$ cat src/rtl/bqlp_ram.sv
// generic single-port-write, registered-read RAM
module bqlp_ram #(
  parameter int  WIDTH     = 8,
  parameter int  DEPTH     = 16,
  localparam int ADDR_BITS = (DEPTH > 1) ? $clog2(DEPTH) : 1
) (
  input  logic                 clk,
  input  logic                 we,
  input  logic [ADDR_BITS-1:0] waddr,
  input  logic [WIDTH-1:0]     wdata,
  input  logic                 re,
  input  logic [ADDR_BITS-1:0] raddr,
  output logic [WIDTH-1:0]     rdata
);

  logic [WIDTH-1:0] mem [DEPTH];

  always_ff @(posedge clk) begin
    if (we) begin
      mem[waddr] <= wdata;
    end
    if (re) begin
      rdata <= mem[raddr];
    end
  end

endmodule

$ cat config.mk
export PLATFORM = sky130hd
export DESIGN_NAME = bqlp_ram
export DESIGN_NICKNAME = d
export VERILOG_FILES = /design/src/rtl/bqlp_ram.sv
export SDC_FILE = /design/constraint.sdc
export NUM_CORES = 1
export LEC_CHECK = 0
export BUFFER_PORTS_ARGS = -buffer_cell sky130_fd_sc_hd__buf_2
export CORE_AREA = 2 2 103 155
export DETAILED_ROUTE_END_ITERATION = 6
export DIE_AREA = 0 0 105 157
export MAX_ROUTING_LAYER = met4
export PLACE_DENSITY_LB_ADDON = 0.3
export SETUP_SLACK_MARGIN = 0.2
export SLEW_MARGIN = 20
export SYNTH_ARGS = -nofsm -noshare
export SYNTH_HDL_FRONTEND = slang
export SYNTH_SLANG_ARGS = --single-unit
$ cat constraint.sdc
create_clock -name clk -period 3.5 [get_ports clk]
set_clock_uncertainty 0.15 [all_clocks]
set_input_delay 0.35 -clock clk [delete_from_list [all_inputs] [get_ports clk]]
set_output_delay 0.35 -clock clk [all_outputs]
set_load 0.01 [all_outputs]
==> impl_metrics.json, run 1 <==
{
  "fmax_mhz": 512.2,
  "setup_violations": 0,
  "cts-root-buf": "clkbuf_16",
  "areaGrowthSynthToFinish_pct": 17.54,
  "grt_use_total_pct": 14.02,
  "synth_commonest_cells": "edfxtp_1, mux4_2, a22oi_1",
  "cts_hold_buf": 0,
  "drt_pass1_iterations": 5,
  "dr.first_iter.drc_count": 168,
  "synth-edff-count": 136,
  "power_per_cell_area_nw_per_um2": 612.5,
  "slowest_stage": "mux4_1",
  "endpoint_kind": "flop",
  "status": "completed",
  "cts_tree": "done",
  "dp_hpwl_mm": 6.670,
  "grt_pass1_vias": 2611,
  "place.gp.congestion": 0.7199,
  "postCtsSetupBuffers": 0,
  "worstPathRequired_ns": 3.51,
  "path_cells": "buf_2 > buf_4 > mux4_1 > a22oi_1 > nand2_1",
  "yosysWarnings": 0,
  "clock-sinks": 136,
  "drive_gt1_share_pct": 27.66,
  "cts-htree-levels": 4,
  "critPathMaxStageDelay_ns": 0.64,
  "synthesis.area_um2": 5228,
  "synth_nets": 248,
  "nNetsFinal": 288,
  "irDropWorstVdd_mv": 0.2691,
  "hold_viol": 0,
  "fin_setup_tns_ns": 0,
  "yosys-top-cells-area": "edfxtp_1, mux4_2, mux4_1, a22oi_1, nor2_1",
  "slew_viol_final": 0,
  "die_h_um": 157,
  "numPortBuffers": 26,
  "crit_type": "in2reg",
  "io_pins": 27,
  "rsz0062_at_grt": "no",
  "synthArstFlopShare_pct": 0,
  "grt.overflow.total": 0,
  "start_util_pct": 34.85,
  "ant_nets": 0,
  "drcViolationCount": 0,
  "crit_path_start_kind": "primary input",
  "fp.dieArea_um2": 16490,
  "ys_dominant_reg_cell": "edfxtp_1",
  "worstSkewPairLatency_ns": 0.41,
  "crit_fanout": 32,
  "yosysMostFrequentCell": "edfxtp_1",
  "placementRows": 55,
  "syn_inst": 229,
  "clk_path_buf_depth": 2,
  "wl_per_cell_um": 21.00,
  "grt_pass1_wl_mm": 15.90,
  "die_w_um": 105,
  "synth.avg_cell_area_um2": 22.83,
  "arrival_ns": 1.96,
  "via_per_inst": 4.940,
  "power.leakage_uw": 0.002006,
  "core_um2": 15000,
  "cts_buffers": 17,
  "yosysTopAreaCell": "edfxtp_1",
  "post-route-period-util_pct": 55.78,
  "period_needed_ns": 1.952,
  "synth_top_area_share_pct": 78.12,
  "synth-seq-cells": 136,
  "vias": 2376,
  "routed_wl_mm": 10.10,
  "yosys.cell_types.count": 18,
  "slew_headroom_pct": 32.25,
  "path_clk_slew_ns": 0.06,
  "tightest_slew_ns": 1.012,
  "antenna_found_initial": 0,
  "maxCapViolCount": 0,
  "yosysSeqAreaShare_pct": 78.12,
  "n_antenna_cell": 0,
  "grt_max_degree": 33,
  "min_path_type": "in2reg",
  "total_power_uw": 3763,
  "post_cts_resized": 0
}
==> worst paths after layout <==
kind | startpoint | end | slack (ns) | depth (start not counted)
setup / recovery | raddr[0] | rdata[5] | 1.55 | 5
hold / removal | re | rdata[3] | 0.16 | 1
setup reg to reg | mem[1][5] | rdata[5] | 1.85 | 3
hold reg to reg | mem[14][4] | rdata[4] | 0.59 | 3
==> placed cells by master (no fill, tap or decap), drive strengths merged <==
cell type  count
edfxtp       136
clkinvlp       5
clkinv         6
nor2b          1
nand2b         2
mux4          32
nand2          9
clkbuf        18
nand3b         2
bufinv         3
nor2          13
nand3          1
and2           1
a22oi         16
or3b           1
nor3           4
buf           31
and2b          1
==> cell families after synthesis <==
group / share of synthesized area, %
simple gates: 3.136
mux: 14.79
compound gates: 2.298
buf+inv: 1.651
flops: 78.12
==> layer usage <==
metal  GRT usage, %  vias up  routed length [um]  share of wire [%]
met4          5.905        0                 190                1.9
met3          3.395       13                 390                3.9
met1          15.31     1235                3957                 39
met2          24.46       63                5562                 55
met5              -        -                   0                  0
li1               -     1065                   -                  -
==> flip-flops by register name, summed over array words and instances (netlist names) <==
name,cells
rdata,8
mem,128
==> metrics by stage <==
step / instance area [um2] / setup WS (ns) / utilization [%] / cells / hold WS (ns)
2_1_floorplan: 5228 / 1.507 / - / 229 / 0.2989
3_5_place_dp: 5558 / 1.079 / 37.05 / 449 / 0.5816
3_3_place_gp: 5558 / 1.091 / 37.05 / 449 / 0.5712
4_1_cts: 6145 / 1.516 / 40.96 / 481 / 0.1586
6_report: 6145 / 1.548 / 40.96 / 481 / 0.1649
5_1_grt: 6145 / 1.425 / 40.96 / 481 / 0.1577
==> where the power goes <==
part	leakage, uW	switching (uW)	internal, uW
Sequential	0.00124	9.19	1840
Clock	0.000270	650	1110
Combinational	0.000499	95.0	64.7
Total	0.00201	754	3010
==> cell type report <==
cell class                 instances  area (um2)
tap                              199       249.0
timing repair buffer              31       167.7
fill                            1362        8857
sequential                       136        4084
multi-input combinational         83        1057
clock inverter                    14       157.7
clock buffer                      18       429.2
==> critical path, delay by kind of cell <==
kind / cells / cell delay (ns)
buffers and inverters: 2 / 0.58
AO/OA/AOI/OAI: 1 / 0.29
AND/OR/NAND/NOR: 1 / 0.08
multiplexers: 1 / 0.64
No activity file was read; power rests on OpenSTA's default activity.
==> run 2, diff against run 1 <==
==> constraint.sdc (replaced) <==
create_clock -name clk -period 1.8 [get_ports clk]
set_clock_uncertainty 0.15 [all_clocks]
set_input_delay 0.18 -clock clk [delete_from_list [all_inputs] [get_ports clk]]
set_output_delay 0.18 -clock clk [all_outputs]
set_load 0.01 [all_outputs]
==> run 2 against run 1 <==
Net effect: critical path depth is 2 lower; first-iteration DRC count increased by 28%; highest routed layer unchanged; final area up 2.7%; critical path type is now reg2reg; sequential share of layout area shrank 1.8 points; largest power group unchanged; die area is the same; combinational power increased by 120%.
==> impl_metrics.json, run 2 (synthesis gave the netlist of run 1 again) <==
{
  "worstSkewPairLatency_ns": 0.40,
  "nNetsFinal": 307,
  "routed_wl_mm": 10.75,
  "dp_hpwl_mm": 7.043,
  "clock-sinks": 136,
  "rsz0062_at_grt": "yes",
  "setup_violations": 0,
  "power.leakage_uw": 0.002099,
  "grt.overflow.total": 0,
  "areaGrowthSynthToFinish_pct": 20.78,
  "numPortBuffers": 26,
  "maxCapViolCount": 0,
  "placed_area_um2": 5728,
  "n_antenna_cell": 0,
  "crit_fanout": 1,
  "dr.first_iter.drc_count": 215,
  "cts_buffers": 17,
  "grt_busiest_layer": "met2",
  "fin_setup_tns_ns": 0,
  "regMostFlops": "mem",
  "cts-htree-levels": 4,
  "grtUsageMet1_pct": 15.59,
  "place.gp.congestion": 0.7310,
  "crit_path_start_kind": "flop",
  "hold_viol": 0,
  "min_path_type": "in2reg",
  "post-route-period-util_pct": 88.54,
  "die_h_um": 157,
  "endpoint_kind": "flop",
  "wl_per_cell_um": 21.50,
  "stdcell_area_um2": 6314,
  "grt_use_total_pct": 14.42,
  "core_um2": 15000,
  "drcViolationCount": 0,
  "period_needed_ns": 1.594,
  "placementRows": 55,
  "start_util_pct": 34.85,
  "layout_common_cells": "edfxtp_1, buf_2, mux4_2, buf_4, clkbuf_16",
  "clk_path_buf_depth": 2,
  "worstPathRequired_ns": 1.80,
  "grt_max_degree": 33,
  "grt_pass1_wl_mm": 16.20,
  "r2r_slack_ns": 0.21,
  "die_w_um": 105,
  "tightest_slew_ns": 0.8362,
  "via_per_inst": 4.920,
  "postCtsSetupBuffers": 0,
  "fill_cells": 1366,
  "grt_pass1_vias": 2687,
  "reg_top3": "mem: 128 flops, rdata: 8 flops",
  "fp.dieArea_um2": 16490,
  "cts_tree": "done",
  "antenna_found_initial": 0,
  "crit_type": "reg2reg",
  "status": "completed",
  "slew_viol_final": 0,
  "io_pins": 27,
  "vias": 2460,
  "use_met3_pct": 3.602,
  "slew_headroom_pct": 44.05,
  "irDropWorstVdd_mv": 0.5298,
  "drt_pass1_iterations": 4,
  "ant_nets": 0,
  "arrival_ns": 1.59,
  "path_clk_slew_ns": 0.06,
  "largest_reg_flops": 128,
  "met2_usage_pct": 25.51,
  "final_common_cell": "edfxtp_1",
  "cts-root-buf": "clkbuf_16",
  "drive_gt1_share_pct": 35.22,
  "power_per_cell_area_nw_per_um2": 1150,
  "fmax_mhz": 627.4
}
[run 2: through the flow]
stage | util, % | power [uW] | instances | setup slack [ns] | hold slack, ns
after floorplan | - | 3838 | 229 | 0.1940 | 0.1289
after global placement | 38.18 | 3995 | 466 | -0.1254 | 0.4055
after detailed placement | 38.18 | 4006 | 466 | -0.1355 | 0.4182
after CTS | 42.14 | 7327 | 500 | 0.1763 | 0.008179
after global routing | 42.09 | 7514 | 500 | 0.1325 | 0.005480
final | 42.09 | 7262 | 500 | 0.2062 | 0.01656
[run 2: repair_timing]
item	4_1_cts	5_1_grt
cloned	0	0
resized for setup	6	2
pin swaps	2	2
hold buffers	2	0
hold endpoints to repair	24	0
setup endpoints to repair	5	8
[run 2: power breakdown]
group	total, uW	internal (uW)	switching, uW
combinational	353	153	200
clock	3320	2040	1280
sequential	3590	3570	18.6
total	7260	5760	1500
[run 2: final cells by class]
cell class / count / area, um2 / share of cell area (%)
Tap cell: 199 / 249.0 / 3.944
Timing Repair Buffer: 50 / 352.8 / 5.589
Clock inverter: 15 / 152.6 / 2.418
Multi-Input combinational cell: 83 / 1050 / 16.63
Sequential cell: 136 / 4084 / 64.68
Clock buffer: 17 / 425.4 / 6.738
[run 2: worst paths after layout]
kind | from | end | cells after the start
hold / removal | wdata[0] | mem[4][0] | 1
hold reg to reg | mem[14][4] | rdata[4] | 3
setup / recovery | mem[1][0] | rdata[0] | 3
setup reg to reg | mem[1][0] | rdata[0] | 3
[run 2: routing by layer]
metal	vias up	part of all wire (%)
li1	1095	-
met1	1285	39
met2	76	56
met3	4	3.9
met4	0	0.75
met5	-	0
[run 2: critical path, cell delays in order (launching register included)]
cell and delay, ns:
edfxtp_1 0.35, mux4_1 0.50, a22oi_1 0.26, nand2_1 0.08
