$ cat config.mk
export PLATFORM = sky130hd
export DESIGN_NAME = bqlp_out_fifo
export DESIGN_NICKNAME = d
export VERILOG_FILES = /design/src/rtl/bqlp_out_fifo.sv
export SDC_FILE = /design/constraint.sdc
export NUM_CORES = 1
export LEC_CHECK = 0
export BUFFER_PORTS_ARGS = -buffer_cell sky130_fd_sc_hd__buf_2
export CORE_ASPECT_RATIO = 1.2
export CORE_MARGIN = 2
export CORE_UTILIZATION = 44
export CTS_CLUSTER_DIAMETER = 40
export CTS_CLUSTER_SIZE = 12
export DETAILED_ROUTE_END_ITERATION = 10
export PLACE_DENSITY = 0.61
export SLEW_MARGIN = 40
export SYNTH_ARGS = -nofsm -noshare
export SYNTH_HDL_FRONTEND = slang
export SYNTH_SLANG_ARGS = --single-unit
$ cat constraint.sdc
create_clock -name clk -period 3.5 [get_ports clk]
set_clock_uncertainty 0.15 [all_clocks]
set_input_delay 0.35 -clock clk [delete_from_list [all_inputs] [get_ports clk]]
set_output_delay 0.35 -clock clk [all_outputs]
set_load 0.05 [all_outputs]
$ cat src/rtl/bqlp_out_fifo.sv
// small result queue between the pipeline and the output channel
module bqlp_out_fifo #(
  parameter int  WIDTH    = 8,
  parameter int  DEPTH    = 8,
  localparam int PTR_BITS = $clog2(DEPTH),
  localparam int CNT_BITS = $clog2(DEPTH + 1)
) (
  input  logic                clk,
  input  logic                rst,
  input  logic                push,
  input  logic [WIDTH-1:0]    push_data,
  input  logic                pop,
  output logic                valid,
  output logic [WIDTH-1:0]    data,
  output logic [CNT_BITS-1:0] count
);

  logic [WIDTH-1:0]    mem [DEPTH];
  logic [PTR_BITS-1:0] wr_ptr, rd_ptr;
  logic [CNT_BITS-1:0] count_next;
  logic                pop_ok;

  assign valid  = (count != '0);
  assign data   = mem[rd_ptr];
  assign pop_ok = pop && valid;

  always_comb begin
    unique case ({push, pop_ok})
      2'b10:   count_next = count + 1'b1;
      2'b01:   count_next = count - 1'b1;
      default: count_next = count;
    endcase
  end

  always_ff @(posedge clk) begin
    if (rst) begin
      wr_ptr <= '0;
      rd_ptr <= '0;
      count  <= '0;
    end else begin
      count <= count_next;
      if (push) begin
        wr_ptr <= wr_ptr + 1'b1;
      end
      if (pop_ok) begin
        rd_ptr <= rd_ptr + 1'b1;
      end
    end
  end

  always_ff @(posedge clk) begin
    if (push) begin
      mem[wr_ptr] <= push_data;
    end
  end

endmodule

==> run summary, run 1 <==
Crit start category = flip-flop
Layout cells sized above 1 = 0.2970
Top cells by area, synth = edfxtp_1 (62%), mux4_1 (13%), dfxtp_1 (8.4%), mux2_2 (3.3%), ha_1 (2.0%)
Worst Hold Class = primary input to flip-flop
Worst EP required = 3.62 ns
Share of flip-flops with an asynchronous set or reset = 0
Routed WL = 5360 um
Clock root cell = clkbuf_8
Clk slew on worst S/H paths = 0.08 ns
Yosys warnings = 0
# hold bufs at CTS = 0
Final Setup Violations = 0
Worst-case clock buffer depth = 2
DR WL/cell = 18.55 um
Vias = 1565
Synth Net Count = 182
Synth cell types = 26
Global route overflow = 0
Hold WS = 0.1241 ns
Shortest period the worst path allows = 2.697 ns
DR pass1 iterations = 4
Post-synthesis adder-cell area fraction = 0.02019
Die area = 7731 um2
Area after DPL = 3317 um2
Die height = 95.92 um
Simple-gate share of the synthesized area = 0.05250
EDFF count, synth = 64
Fillers = 566
Setup Buffers After CTS = 0
Synth Area per Inst = 18.78 um2
First-pass GRT wire length = 8404 um
Final hold vios = 0
Cell area power density = 719.3 nW/um2
Final net count = 214
Port bufs = 24
Critical path peak fanout = 6
Initial core utilization = 0.4547
Worst stage delay on the critical path = 0.55 ns
Crit-path cells = or4_4 > nand2_1 > inv_1 > ha_1 > xor2_1 > ha_1 > a21oi_1 > xor2_1 > or3_1 > a21oi_1
Yosys reg bits = 77
Post-synth top cells = edfxtp_1 (64), mux4_1 (15), nor2_1 (14), dfxtp_1 (13), mux2_2 (9)
Htree depth = 3
Seq/Total Area, Yosys = 0.7044
Top Ports = 25
DRC = 0
Final period util = 0.7706
CTS tree = done
Vias in the first global route = 1653
Worst skew pair latency = 0.34 ns
Xor and xnor fraction of the mapped netlist area = 0.01696
Compound-cell area share of the yosys netlist = 0.01454
Design Power = 2.557 mW
Drt via density = 5.415
Leading area contributor after synthesis = edfxtp_1
CTS resizes = 0
Main combinational cell family by area after synthesis = multiplexers
Routability Congestion = 0.6973
Antenna Diode Count = 0
Slew Limit Fails = 0
FP Rows = 33
Area grow syn2layout = 14.74%
Slowest-stage cell, CP = or4_4
Antenna Violating Nets Remaining = 0
RSZ-0062 raised after global routing = no
Most numerous cell in the Yosys netlist = edfxtp_1
Slew @ Worst Pin = 0.7123 ns
Die X = 80.60 um
Initial antenna violation count = 0
Core Box Area = 6813 um2
Synth Cell Area = 3098 um2
GRT Resource Usage Total = 0.1580
Largest net degree at the start of global routing = 17
Setup_tns = 0 ns
Status = finished clean
Normalized max-slew margin = 0.5245
Fmax achieved = 370.8 MHz
Final Instance Area = 3555 um2
CTS Buf Count = 9
CP Class = flip-flop to flip-flop
Starting DRT DRC Count = 130
Post-synthesis mux area share = 0.1737
Critical Path End Type = flip-flop
Maximum vdd drop = 453.6 uV
Top-area cell type share of the netlist area = 0.6204
Worst R2R Setup Slack = 0.80 ns
Clk sinks = 77
Syn Inst Count = 165
Ys flop type = edfxtp_1
Max cap viols = 0
Arrival @ worst endpoint = 2.82 ns
Detail Placement HPWL = 3432 um
LEAKAGE = 1.258 nW
Final core occ = 0.5218
final timing paths:
check | to | from | depth (start not counted)
max reg2reg | count[2]$_SDFFE_PP0P_ | count[0]$_SDFFE_PP0P_ | 10
min | mem[6][7]$_DFFE_PP_ | push_data[7] | 1
min reg2reg | rd_ptr[1]$_SDFFE_PP0N_ | rd_ptr[1]$_SDFFE_PP0N_ | 2
max | count[2]$_SDFFE_PP0P_ | count[0]$_SDFFE_PP0P_ | 10
per-layer routing:
metal	part of all wire	up-vias	GRT usage
met5	0	-	0
met4	0.031	0	0.08616
met3	0.039	16	0.04503
met2	0.50	45	0.2563
met1	0.43	783	0.1915
li1	-	721	-
per-stage QoR:
stage               setup slack (ns)  std cells
finish                        0.8029        289
global route                  0.6857        289
CTS                           0.8282        289
detailed placement            0.8504        273
global placement              0.9504        273
floorplan                     0.6084        165
sequential cells by signal, summed over array words and instances (netlist names), named ones only:
| register | cells |
|---|---|
| rd_ptr | 3 |
| count | 4 |
| wr_ptr | 3 |
| mem | 64 |
critical path, delay by kind of cell (launching register included):
family                     cells  cell delay, ns
buffers and inverters          1            0.07
adders and majority gates      2            0.43
DFF                            1            0.37
and+or+nand+nor                3            0.99
xor gates and xnor gates       2            0.28
AOI/OAI and AO/OA              2            0.33
placed cells by master, fill, tap and decap left out, types with 4 or more instances in the layout:
| master | Yosys | routed |
|---|---|---|
| mux2_2 | 9 | 9 |
| clkbuf_8 | 0 | 9 |
| a21oi_1 | 5 | 5 |
| nor2_2 | 0 | 6 |
| xor2_1 | 6 | 6 |
| dfxtp_1 | 13 | 13 |
| edfxtp_1 | 64 | 64 |
| nor2b_1 | 4 | 4 |
| buf_2 | 1 | 24 |
| nand2_1 | 6 | 6 |
| ha_1 | 5 | 5 |
| mux4_1 | 15 | 15 |
| nor2_1 | 14 | 8 |
report_power, final:
part	total (mW)	internal, mW	switching (mW)
sequential	1.09	1.04	0.0529
combinational	0.682	0.258	0.424
clock	0.780	0.471	0.309
total	2.56	1.77	0.786
cell families after synthesis:
family          count (synthesis)
compound gates                  8
xor+xnor                        6
fa+ha+maj                       5
buf+inv                         8
flops                          77
mux                            27
simple gates                   34
layout make-up:
cell class | count | area, um2 | share of cell area
Tap cell | 87 | 108.9 | 0.03062
Sequential cell | 77 | 2182 | 0.6139
Timing Repair Buffer | 27 | 142.6 | 0.04013
Clock buffer | 9 | 123.9 | 0.03485
Clock inverter | 7 | 113.9 | 0.03203
Inverter | 2 | 7.507 | 0.002112
Multi-Input combinational cell | 80 | 875.8 | 0.2464
Note: power is estimated with default switching activity, not from simulation.
==> run 2: changes to the inputs <==
- ABC_AREA: default -> 1
- PLACE_DENSITY: 0.61 -> 0.63
- clock period: 3.5 -> 2.3 ns (I/O delays scaled with it)
==> run 2 against run 1 <==
Against the previous run: non-clock buffer count grew 11; design area grew 5.0%; critical path type is now flip-flop to output pin; first-iteration DRC count shrank 19%; setup slack lost 0.59 ns; cell count grew 40%.
==> run summary, run 2 <==
Status = finished clean
Htree depth = 3
Shortest period the worst path allows = 2.090 ns
Initial core utilization = 0.4484
Design Power = 4.283 mW
GRT met3 Usage = 0.02974
Arrival @ worst endpoint = 1.71 ns
Largest net degree at the start of global routing = 33
Normalized max-slew margin = 0.6868
Reg-to-Reg Start = count[2]$_SDFFE_PP0P_
Drt via density = 5.000
DR WL/cell = 14.93 um
Number of flip-flops in the largest register = 64
Starting DRT DRC Count = 105
Layout cells sized above 1 = 0.2349
Worst stage delay on the critical path = 0.37 ns
Ys flop type = edfxtp_1
Share of flip-flops with an asynchronous set or reset = 0
DRC = 0
Hold EP = mem[2][0]$_DFFE_PP_
Max cap viols = 0
Biggest register = mem
Routability Congestion = 0.7351
Hold WS = 0.01756 ns
Final net count = 327
Largest registers = mem: 64 flops, count: 4 flops
Final hold vios = 0
DR pass1 iterations = 5
Die height = 97.48 um
Crit-path cells = inv_2 > nor2_1 > o21ai_1 > nand2_1 > nand2_1 > buf_2
Initial antenna violation count = 0
Worst R2R Setup Slack = 0.40 ns
Port bufs = 24
CP Class = flip-flop to output pin
Post-Layout Cell Count = 405
Worst-case clock buffer depth = 2
Worst path most repeated cell = nand2_1
Setup Buffers After CTS = 0
Clk sinks = 77
End of the worst register-to-register path = count[2]$_SDFFE_PP0P_
Worst EP required = 1.92 ns
GR Layer Usage met2 = 0.2633
Final period util = 0.9089
Critical Path End Type = output pin
Clock root cell = clkbuf_8
Die X = 81.90 um
FF/Latch Area = 2198 um2
Syn Inst Count = 270
RSZ-0062 raised after global routing = no
Vias in the first global route = 1943
Yosys warnings = 0
FF-to-FF path depth = 13
Cell area power density = 1148 nW/um2
Critical path peak fanout = 24
Clk slew on worst S/H paths = 0.07 ns
Worst Hold Class = primary input to flip-flop
Slew Limit Fails = 0
FP Rows = 34
Core Box Area = 7147 um2
Hold path depth = 1
CTS tree = done
Seq/Total Area, Yosys = 0.6810
Most frequent cells in the layout = edfxtp_1 (64), nor2_1 (41), nand2_1 (38), o21ai_1 (27), buf_2 (24)
Antenna Violating Nets Remaining = 0
Synth cell types = 24
Top-area cell type share of the netlist area = 0.5998
Met1 Usage GRT = 0.2071
Slew @ Worst Pin = 0.4691 ns
Most numerous cell in the Yosys netlist = edfxtp_1
Vias = 2025
Fillers = 639
Synth Cell Area = 3204 um2
Global route overflow = 0
Synth Net Count = 287
Yosys reg bits = 77
Worst skew pair latency = 0.34 ns
Placed Instances = 385
Slowest-stage cell, CP = dfxtp_2
EDFF count, synth = 64
Grt peak-use layer = met2
Routed WL = 6046 um
Commonest non-fill, non-tap cell in the layout = edfxtp_1
Fmax achieved = 478.4 MHz
Detail Placement HPWL = 3797 um
Final Setup Violations = 0
Post-synth top cells = edfxtp_1 (64), nor2_1 (43), nand2_1 (40), o21ai_1 (27), o21ai_0 (14)
Hold path startpoint = push_data[0]
Leading area contributor after synthesis = edfxtp_1
First-pass GRT wire length = 9501 um
Maximum vdd drop = 817.1 uV
Die area = 7984 um2
Crit start category = flip-flop
Synth Area per Inst = 11.87 um2
Antenna Diode Count = 0
Top Ports = 25
LEAKAGE = 1.401 nW
Top cells by area, synth = edfxtp_1 (60%), dfxtp_1 (8.1%), nor2_1 (5.0%), nand2_1 (4.7%), o21ai_1 (4.2%)
Final core occ = 0.5221
Area grow syn2layout = 16.44%
CTS Buf Count = 9
GRT Resource Usage Total = 0.1652
Multi-input gate area in the final layout = 850.8 um2
run 2: layer usage:
layer / up-vias / wire length (um)
met2: 38 / 3068
met5: - / 0
met1: 954 / 2657
li1: 1024 / -
met3: 9 / 209
met4: 0 / 110
run 2: power breakdown:
group | switching, mW | total (mW) | internal, mW
logic | 1.01 | 1.43 | 0.424
clock network | 0.455 | 1.15 | 0.694
registers | 0.0825 | 1.70 | 1.62
total | 1.54 | 4.28 | 2.74
run 2: worst max-delay path by stage:
stage	start	endpoint	slack (ns)	cells past startpoint
3_5_place_dp	count[3]$_SDFFE_PP0P_	count[2]$_SDFFE_PP0P_	0.43	13
2_1_floorplan	count[2]$_SDFFE_PP0P_	count[2]$_SDFFE_PP0P_	-0.16	13
3_3_place_gp	count[2]$_SDFFE_PP0P_	count[2]$_SDFFE_PP0P_	0.42	13
6_report	flip-flop	data[6]	0.21	6
5_1_grt	flip-flop	data[0]	0.07	6
4_1_cts	flip-flop	data[0]	0.1	8
run 2: cell type report:
type	instances	area share
inverter	19	0.02347
timing repair buffer	38	0.06640
clock inverter	4	0.01844
sequential	77	0.5892
clock buffer	12	0.04427
multi-input combinational	165	0.2280
tap	90	0.03018
run 2: logic make-up (layout without fill, tap and decap cells):
family	count (synthesis)	after routing	synth area share
and+or+nand+nor	91	91	0.1113
DFF	77	77	0.6810
AOI/OAI and AO/OA	59	59	0.09528
buffers and inverters	28	73	0.06247
muxes	8	8	0.02499
adders and majority gates	5	5	0.01952
xor gates and xnor gates	2	2	0.005468
run 2: critical path, delay by kind of cell (launching register included):
family | cells | cell delay, ns
AOI/OAI and AO/OA | 1 | 0.15
buffers and inverters | 2 | 0.60
DFF | 1 | 0.37
and+or+nand+nor | 3 | 0.25
run 2: through the flow:
| step | TNS [ns] | area (um2) | setup slack, ns |
|---|---|---|---|
| 3_5_place_dp | 0 | 3456 | 0.4272 |
| 5_1_grt | 0 | 3731 | 0.06535 |
| 3_3_place_gp | 0 | 3456 | 0.4239 |
| 4_1_cts | 0 | 3730 | 0.09849 |
| 2_1_floorplan | -0.2566 | 3251 | -0.1621 |
| 6_report | 0 | 3731 | 0.2096 |
run 2: what timing repair did:
| action | 4_1_cts | 5_1_grt |
|---|---|---|
| hold buffers | 4 | 0 |
| gates resized for setup | 0 | 1 |
| endpoints found under the setup margin | 0 | 4 |
| endpoints found under the hold margin | 19 | 0 |
==> run 3: changes to the inputs <==
- ABC_AREA: 1 -> default
==> run 3 against run 2 <==
Against the previous run: the flow now finishes with violations (setup timing); routed wire length fell by 5.5%; sequential power fell by 3%; clock-buffer cell count rose by 2; register-to-register slack got worse by 0.53 ns; total power fell by 2.9%; first-iteration DRC count rose by 21%; via count fell by 20%; critical path depth rose by 3; die area fell by 3.2%; critical endpoint is now count[3]$_SDFFE_PP0P_; largest cell class unchanged; highest routed layer unchanged.
==> run summary, run 3 (same netlist as run 1, synthesis figures left out) <==
Initial core utilization = 0.4547
Top Ports = 25
Seq pwr share = 0.397
Global route overflow = 0
CTS Buf Count = 9
Core Box Area = 6813 um2
Reg-to-Reg Start = count[3]$_SDFFE_PP0P_
Delay-heaviest family, CP = simple AND/OR/NAND/NOR gates
Most frequent cells in the layout = edfxtp_1 (64), buf_4 (20), buf_2 (16), nor2_1 (14), mux4_2 (13)
Worst EP required = 2.38 ns
Final Setup Violations = 2
Crit-path cells = or4_4 > nand2_4 > inv_4 > buf_4 > ha_4 > nor2b_4 > a31oi_2 > o32ai_2 > mux2_4
Placement-stage worst setup slack = -0.04081 ns
Slew @ Worst Pin = 0.5230 ns
Status = finished with violations
Slew Limit Fails = 0
Critical Path End Type = flip-flop
Clock root cell = clkbuf_8
Antenna Diode Count = 0
Critical path peak fanout = 4
Htree depth = 3
Net Switching = 1.312 mW
Port bufs = 24
Worst-case clock buffer depth = 2
Fmax achieved = 410.9 MHz
Sw Share = 0.3156
First-pass GRT wire length = 8638 um
Largest registers = mem: 64 flops, count: 4 flops
Final hold vios = 0
Worst stage delay on the critical path = 0.55 ns
CTS tree = done
Worst skew pair latency = 0.34 ns
CP Class = flip-flop to flip-flop
Worst Hold Class = primary input to flip-flop
Area grow syn2layout = 23.83%
CP Launch Point = count[3]$_SDFFE_PP0P_
Pint = 2.845 mW
Die area = 7731 um2
Normalized max-slew margin = 0.6509
Final setup margin = -0.1335 ns
Number of flip-flops in the largest register = 64
Clk sinks = 77
FP Rows = 33
GRT Resource Usage Total = 0.1607
Detail Placement HPWL = 3512 um
Final core occ = 0.5631
Die X = 80.60 um
Gate power share = 0.361
Shortest period the worst path allows = 2.434 ns
Layout cells sized above 1 = 0.4336
Vias = 1612
Largest net degree at the start of global routing = 17
Biggest register = mem
Crit path buf inv count = 2
DR WL/cell = 18.25 um
Crit start category = flip-flop
Die height = 95.92 um
Final net count = 238
Commonest non-fill, non-tap cell in the layout = edfxtp_1
Vias in the first global route = 1714
Cell area power density = 1084 nW/um2
Slowest-stage cell, CP = or4_4
Antenna Violating Nets Remaining = 0
Final period util = 1.058
Initial antenna violation count = 0
Failing checks = setup timing
Clock Power Share = 0.241
Hold path startpoint = push_data[5]
DRC = 0
Max cap viols = 0
LEAKAGE = 1.365 nW
Hold WS = 0.01457 ns
Clk slew on worst S/H paths = 0.08 ns
Routed WL = 5711 um
Drt via density = 5.150
DR pass1 iterations = 4
Arrival @ worst endpoint = 2.52 ns
Fillers = 539
Design Power = 4.157 mW
Starting DRT DRC Count = 127
Routability Congestion = 0.6895
Maximum vdd drop = 934.2 uV
Setup_tns = -0.1751 ns
RSZ-0062 raised after global routing = yes
-- run 3: changes by cell type in the layout (fill, tap and decap cells not counted), sizes merged, moves of 5 or more --
cell   change
mux4      +16
o21ai     -40
nand2     -34
xor2       +6
a21oi      -5
nor2      -31
mux2i      -6
buf       +11
inv       -15
mux2       +9
o22ai      -8
-- run 3: per-layer routing --
metal  routed length [um]  track usage
met5                    0            0
met4                   78      0.06780
met3                  170      0.04315
met2                 3087       0.2924
met1                 2374       0.1759
-- run 3: final timing paths --
| check | cells after the start | endpoint | slack, ns |
|---|---|---|---|
| min reg2reg | 2 | rd_ptr[1]$_SDFFE_PP0N_ | 0.36 |
| max | 9 | count[3]$_SDFFE_PP0P_ | -0.13 |
| min | 1 | mem[0][5]$_DFFE_PP_ | 0.01 |
| max reg2reg | 9 | count[3]$_SDFFE_PP0P_ | -0.13 |
-- run 3: what timing repair did --
item | 4_1_cts | 5_1_grt
gates cloned | 1 | 0
pin swaps | 2 | 3
gates resized for setup | 23 | 15
buffers inserted | 0 | 2
hold buffers | 6 | 0
hold endpoints to repair | 39 | 0
setup endpoints to repair | 10 | 8
-- run 3: power by group through the flow --
stage	clock network, mW	logic [mW]	registers [mW]
after global routing	1.09	1.60	1.66
after floorplan	0	0.857	1.78
after CTS	1.03	1.43	1.65
after global placement	0	1.25	1.66
after detailed placement	0	1.29	1.67
final	1.00	1.50	1.65
-- run 3: cell type report --
cell class | count | area [um2] | share of cell area
Timing Repair Buffer | 51 | 416.7 | 0.1086
Clock inverter | 2 | 11.26 | 0.002935
Tap cell | 87 | 108.9 | 0.02838
Inverter | 2 | 10.01 | 0.002609
Multi-Input combinational cell | 80 | 898.4 | 0.2342
Sequential cell | 77 | 2196 | 0.5724
Clock buffer | 14 | 195.2 | 0.05088
-- run 3: stage by stage --
stage / std cells / cell area [um2]
after floorplan: 165 / 3157
after global placement: 288 / 3486
after detailed placement: 288 / 3486
after CTS: 311 / 3832
after global routing: 313 / 3836
final: 313 / 3836
